<file path="config.mk">
export PLATFORM = sky130hd
export DESIGN_NAME = clfa_ctrl
export DESIGN_NICKNAME = d
export VERILOG_FILES = /design/src/rtl/clfa_pkg.sv /design/src/rtl/clfa_ctrl.sv
export SDC_FILE = /design/constraint.sdc
export NUM_CORES = 1
export LEC_CHECK = 0
export ABC_AREA = 0
export BUFFER_PORTS_ARGS = -buffer_cell sky130_fd_sc_hd__clkbuf_2
export CAP_MARGIN = 20
export CORE_AREA = 2 2 39 41
export CTS_CLUSTER_DIAMETER = 120
export DETAILED_ROUTE_END_ITERATION = 8
export DIE_AREA = 0 0 41 43
export GPL_ROUTABILITY_DRIVEN = 0
export PLACE_DENSITY = 0.47
export SLEW_MARGIN = 20
export SYNTH_ARGS = -nofsm -noshare
export SYNTH_HDL_FRONTEND = slang
export SYNTH_SLANG_ARGS = --single-unit
</file>
<file path="constraint.sdc">
create_clock -name i_clk -period 1.3 [get_ports i_clk]
set_clock_uncertainty 0.2 [all_clocks]
set_input_delay 0.065 -clock i_clk [delete_from_list [all_inputs] [get_ports i_clk]]
set_output_delay 0.065 -clock i_clk [all_outputs]
set_load 0.01 [all_outputs]
</file>
<file path="src/rtl/clfa_pkg.sv">
package clfa_pkg;

    localparam int INODE_SLOTS_DEF = 128;
    localparam int TOTAL_PAGES_DEF = 131072;
    localparam int PAGE_BYTES_DEF  = 2048;

    localparam int IN_DW  = 88;
    localparam int OUT_DW = 72;
    localparam int ROW_W  = 17;

    typedef enum logic [2:0] {
        ACT_FORMAT = 3'd0,
        ACT_CREATE = 3'd1,
        ACT_WRITE  = 3'd2,
        ACT_CLOSE  = 3'd3,
        ACT_OPEN   = 3'd4,
        ACT_READ   = 3'd5
    } t_action;

    typedef enum logic [2:0] {
        ST_OK        = 3'd0,
        ST_NOT_FMT   = 3'd1,
        ST_OFFSET    = 3'd2,
        ST_TOO_LONG  = 3'd3,
        ST_PAGE_FAIL = 3'd4,
        ST_EOF       = 3'd5
    } t_status;

    typedef struct packed {
        logic load;
        logic exec;
        logic step2;
        logic step3;
        logic push;
    } t_cmd;

    typedef struct packed {
        logic long_op;
        logic open_op;
        logic out_free;
    } t_sts;

endpackage

</file>
<file path="src/rtl/clfa_ctrl.sv">
module clfa_ctrl (
    input  logic          i_clk,
    input  logic          i_rst_n,
    input  logic          i_s_tvalid,
    output logic          o_s_tready,
    input  clfa_pkg::t_sts i_sts,
    output clfa_pkg::t_cmd o_cmd
);
    import clfa_pkg::*;

    typedef enum logic [4:0] {
        S_IDLE  = 5'b00001,
        S_EXEC  = 5'b00010,
        S_STEP2 = 5'b00100,
        S_STEP3 = 5'b01000,
        S_DONE  = 5'b10000
    } t_state;

    t_state r_state;
    t_state n_state;

    always_comb begin
        n_state = r_state;
        unique case (r_state)
            S_IDLE: begin
                if (i_s_tvalid) n_state = S_EXEC;
            end
            S_EXEC: begin
                n_state = i_sts.long_op ? S_STEP2 : S_DONE;
            end
            S_STEP2: begin
                n_state = i_sts.open_op ? S_STEP3 : S_DONE;
            end
            S_STEP3: begin
                n_state = S_DONE;
            end
            S_DONE: begin
                if (i_sts.out_free) n_state = S_IDLE;
            end
            default: begin
                n_state = S_IDLE;
            end
        endcase
    end

    always_ff @(posedge i_clk) begin
        if (!i_rst_n) begin
            r_state <= S_IDLE;
        end else begin
            r_state <= n_state;
        end
    end

    assign o_s_tready  = (r_state == S_IDLE);
    assign o_cmd.load  = (r_state == S_IDLE) && i_s_tvalid;
    assign o_cmd.exec  = (r_state == S_EXEC);
    assign o_cmd.step2 = (r_state == S_STEP2);
    assign o_cmd.step3 = (r_state == S_STEP3);
    assign o_cmd.push  = (r_state == S_DONE) && i_sts.out_free;

endmodule

</file>
# Word-level counts from Yosys, hierarchy flattened
# Index checks and enable logic that the tools add are counted.
# totals
ff_bits,5
# op_classes
reduce_logical,3
muxes,5
eq_ne,7
# ops
operator,n
$pmux W5 S5,1
$mux W5,4
$eq A5 B1 Y1 const B,1
$eq A5 B2 Y1 const B,1
$eq A5 B3 Y1 const B,1
$eq A5 B4 Y1 const B,1
$eq A5 B5 Y1 const B,1
$ne A2 B2 Y1 const B,2
$logic_and A1 B1 Y1,2
$reduce_and A2 Y1,1

# Longest topological paths before layout
# depth
ltp_word,3
mapped_depth,3
mapped_depth_nobuf,3

# Worst setup path before layout
# No wires, ideal clock.
# synth_path
path_type,register to register
start,reg r_state[2]
end,reg r_state[2]
path_stages_with_launch,4
setup_ns,0.090
period_less_slack_ns,1.502
path_slack_ns,-0.202
n_path_buf,0
arrival_ns,1.212
required_time_ns,1.010
path_cell_list,dfxtp_1 or3_4 nor3b_4 nor4bb_2
# synth_rtl
item,line_no,text
from (decl),clfa_ctrl.sv:19,t_state r_state;
from (signal assigned),clfa_ctrl.sv:50,r_state <= n_state;

# Worst setup path in the final report
# layout_path
start,reg r_state[3]
end,reg r_state[4]
# layout_via
elab_chain_len,3
elab_cells_between_ends,9
# layout_lines
item,line_no,text
$eq A5 B5 Y1 / $eq A5 B1 Y1 (equally long branches),clfa_ctrl.sv:24,unique case (r_state)
$ne A2 B2 Y1 (no line),--,
$reduce_and A2 Y1 (no line),--,
# Several ways; a longest one is shown, not always the timed one.
# A chain may end at the register's enable or synchronous reset.

==> impl_metrics.prom <==
# TYPE chip_impl_metric gauge
chip_impl_info{name="timing.critical_path.to_type",value="register"} 1
chip_impl_metric{name="grt.met3_usage",unit="%"} 10.47
chip_impl_metric{name="post-route-drc-count",unit=""} 0
chip_impl_metric{name="grt.overflow.total",unit=""} 0
chip_impl_info{name="cts_tree",value="built"} 1
chip_impl_metric{name="setup_failing_eps_final",unit=""} 10
chip_impl_metric{name="synth_area_per_cell",unit="um^2"} 9.531
chip_impl_metric{name="drt_pre_antenna_iters",unit=""} 4
chip_impl_metric{name="overall_die_area",unit="um^2"} 1763
chip_impl_info{name="most_frequent_standard_cell_in_the_layout_excluding_fill_and_tap_cells",value="buf_6"} 1
chip_impl_metric{name="grt_use_met2",unit="%"} 22.81
chip_impl_info{name="cts.root.buffer_cell",value="clkbuf_4"} 1
chip_impl_metric{name="via_count",unit=""} 387
chip_impl_info{name="failed_checks",value="setup timing"} 1
chip_impl_metric{name="timing.fmax",unit="MHz"} 617.0
chip_impl_metric{name="ys_seq_elements",unit=""} 5
chip_impl_metric{name="maxSlewHeadroom",unit="%"} 83.39
chip_impl_metric{name="share_of_cells_above_drive_strength_1",unit="%"} 69.84
chip_impl_info{name="critPathKind",value="reg -> reg"} 1
chip_impl_metric{name="nets_finish",unit=""} 70
chip_impl_metric{name="synthesis.yosys.warnings",unit=""} 0
chip_impl_metric{name="leakage",unit="nW"} 0.2800
chip_impl_info{name="rsz0062_at_grt",value="true"} 1
chip_impl_metric{name="numCtsBuffers",unit=""} 3
chip_impl_metric{name="worst_path_fanout_max",unit=""} 3
chip_impl_metric{name="syn_area",unit="um^2"} 324.1
chip_impl_metric{name="finalWorstSetupSlack",unit="ps"} -320.8
chip_impl_metric{name="max_reg_flops",unit=""} 5
chip_impl_info{name="regMostFlops",value="r_state"} 1
chip_impl_metric{name="synth_cells",unit=""} 34
chip_impl_metric{name="port-buffer-count",unit=""} 11
chip_impl_info{name="startpoint_type",value="register"} 1
chip_impl_metric{name="placed_cells",unit=""} 66
chip_impl_metric{name="pwr_density_cell",unit="nW/um^2"} 700.5
chip_impl_info{name="biggestRegsByFlops",value="r_state x5"} 1
chip_impl_metric{name="cts-root-to-sink-buffers",unit=""} 2
chip_impl_info{name="crit_slowest_cell",value="or3b_4"} 1
chip_impl_metric{name="track_usage",unit="%"} 14.90
chip_impl_metric{name="post_drt_via_cell_ratio",unit=""} 4.899
chip_impl_metric{name="detail_route.iter0.violations",unit=""} 2
chip_impl_metric{name="initial_core_util",unit="%"} 23.42
chip_impl_metric{name="hold_viol_final",unit=""} 0
chip_impl_metric{name="final_util",unit="%"} 48.82
chip_impl_metric{name="synth_sequential_area_ratio",unit="%"} 30.89
chip_impl_metric{name="num_rows",unit=""} 14
chip_impl_metric{name="floorplan.io_pins",unit=""} 12
chip_impl_metric{name="clk_pin_slew_worst_paths",unit="ps"} 40
chip_impl_metric{name="die_width",unit="um"} 41
chip_impl_metric{name="placed_cell_area",unit="um^2"} 440.4
chip_impl_metric{name="clkSinkCount",unit=""} 5
chip_impl_metric{name="wire_per_inst",unit="um"} 13.20
chip_impl_metric{name="antenna_found_initial",unit=""} 0
chip_impl_metric{name="areaGrowthSynthToFinish",unit="%"} 108.5
chip_impl_metric{name="antenna-diode-count",unit=""} 0
chip_impl_metric{name="detailed_route_wl",unit="um"} 1043
chip_impl_metric{name="critPathRequiredTime",unit="ps"} 1280
chip_impl_metric{name="peak_ir_drop_on_the_vdd_network",unit="mV"} 0.5846
chip_impl_metric{name="vias_in_the_first_global_route",unit=""} 398
chip_impl_metric{name="clkLatencyLatePin",unit="ps"} 250
chip_impl_metric{name="finalNonFillerCells",unit=""} 79
chip_impl_metric{name="grt_util_met1",unit="%"} 15.91
chip_impl_metric{name="final_antenna_net_count",unit=""} 0
chip_impl_metric{name="worst_pin_slew",unit="ps"} 249.2
chip_impl_metric{name="fin_crit_sh",unit="%"} 124.7
chip_impl_metric{name="report.final.slew_viol_count",unit=""} 0
chip_impl_info{name="globalRoute.busiestLayer",value="met2"} 1
chip_impl_info{name="result_of_the_run",value="complete, but fails checks"} 1
chip_impl_info{name="path_cells",value="buf_4 -> or3b_4 -> a2111oi_4 -> o31a_1"} 1
chip_impl_info{name="worst_hold_path_type",value="in -> reg"} 1
chip_impl_metric{name="critical_path.max_stage_delay",unit="ps"} 400
chip_impl_metric{name="period_minus_slack",unit="ps"} 1621
chip_impl_metric{name="synth_cell_types",unit=""} 21
chip_impl_info{name="final_cell_mix",value="buf_6 (7), clkbuf_2 (5), buf_4 (5)"} 1
chip_impl_metric{name="core_region_area",unit="um^2"} 1384
chip_impl_metric{name="crit_arrival",unit="ps"} 1600
chip_impl_metric{name="largest_net_degree_at_the_start_of_global_routing",unit=""} 8
chip_impl_metric{name="syn_nets",unit=""} 40
chip_impl_metric{name="detailed_place_hpwl",unit="um"} 613.8
chip_impl_metric{name="timing.max_cap.violations",unit=""} 0
chip_impl_metric{name="h-tree-depth",unit=""} 1
chip_impl_metric{name="global_route_wire_length_before_repair",unit="um"} 1690
chip_impl_metric{name="die_h",unit="um"} 43
chip_impl_metric{name="final_area",unit="um^2"} 675.6
final cells by class:
type / instances / area (um^2)
Tap cell: 16 / 20.02
Clock buffer: 4 / 26.28
Timing Repair Buffer: 25 / 201.4
Fill cell: 134 / 708.2
Sequential cell: 5 / 111.4
Multi-Input combinational cell: 29 / 316.6
worst max-delay path, delay by kind of cell (launching register included):
kind / cells / cell delay (ps)
AOI/OAI and AO/OA: 2 / 480
buffers and inverters: 1 / 130
DFF: 1 / 340
and+or+nand+nor: 1 / 400
path summary, 6_finish.rpt:
kind,start,to,slack (ps),depth (start not counted)
hold / removal,i_s_tvalid,r_state[2]$_SDFFE_PN0P_,170,3
setup / recovery,r_state[3]$_SDFFE_PN0P_,r_state[4]$_SDFFE_PN0P_,-320,4
hold reg to reg,r_state[0]$_SDFFE_PN1P_,r_state[2]$_SDFFE_PN0P_,560,2
setup reg to reg,r_state[3]$_SDFFE_PN0P_,r_state[4]$_SDFFE_PN0P_,-320,4
timing repair:
action,4_1_cts,5_1_grt
hold endpoints to repair,5,0
hold buffers,4,0
setup buffers,5,0
pin swaps,5,6
endpoints found under the setup margin,10,10
resized for setup,15,21
report_power, final:
part / switching (mW) / total (mW) / leakage (nW) / internal (mW)
clock network: 0.0628 / 0.179 / 0.0150 / 0.116
logic: 0.0522 / 0.130 / 0.222 / 0.0779
registers: 0.00716 / 0.164 / 0.0430 / 0.157
total: 0.122 / 0.473 / 0.280 / 0.351
cells in the mapped netlist:
library cell | count | area [um^2]
and3_1 | 3 | 18.77
nor4bb_2 | 1 | 16.27
dfxtp_1 | 5 | 100.1
nor2_1 | 6 | 22.52
and4b_1 | 2 | 20.02
and2_1 | 1 | 6.260
o21ai_1 | 1 | 5.000
or3b_1 | 2 | 17.52
a2111oi_1 | 1 | 10.01
nand3b_1 | 1 | 7.510
o31a_1 | 1 | 8.760
nor4bb_1 | 1 | 10.01
o31ai_1 | 1 | 7.510
and3_2 | 1 | 7.510
nor2b_1 | 1 | 6.260
nor3b_4 | 1 | 18.77
or3_4 | 1 | 11.26
o21ai_0 | 1 | 5.000
nand2b_1 | 1 | 6.260
and3b_1 | 1 | 8.760
o311a_1 | 1 | 10.01
logic make-up after synthesis:
family	Yosys count	share of synthesized area (%)
flip-flops	5	30.89
AO/OA/AOI/OAI	6	14.28
AND/OR/NAND/NOR	23	54.84
layer usage:
metal / share of wire, % / wire [um]
met4: 3.8 / 40
met2: 53 / 550
met1: 37 / 386
met3: 6.3 / 66
met5: 0 / 0
through the flow:
step	total power, mW	setup TNS, ps	hold slack (ps)	setup slack, ps
after global placement	0.2439	-798.6	100.6	-179.3
final	0.4733	-1922	169.6	-320.8
after CTS	0.4513	-1955	117.8	-319.7
after floorplan	0.2079	-418.5	-63.92	-192.5
after global routing	0.5104	-2604	175.0	-395.2
after detailed placement	0.2430	-759.4	93.72	-205.2
Power figures use the tool's default switching activity.
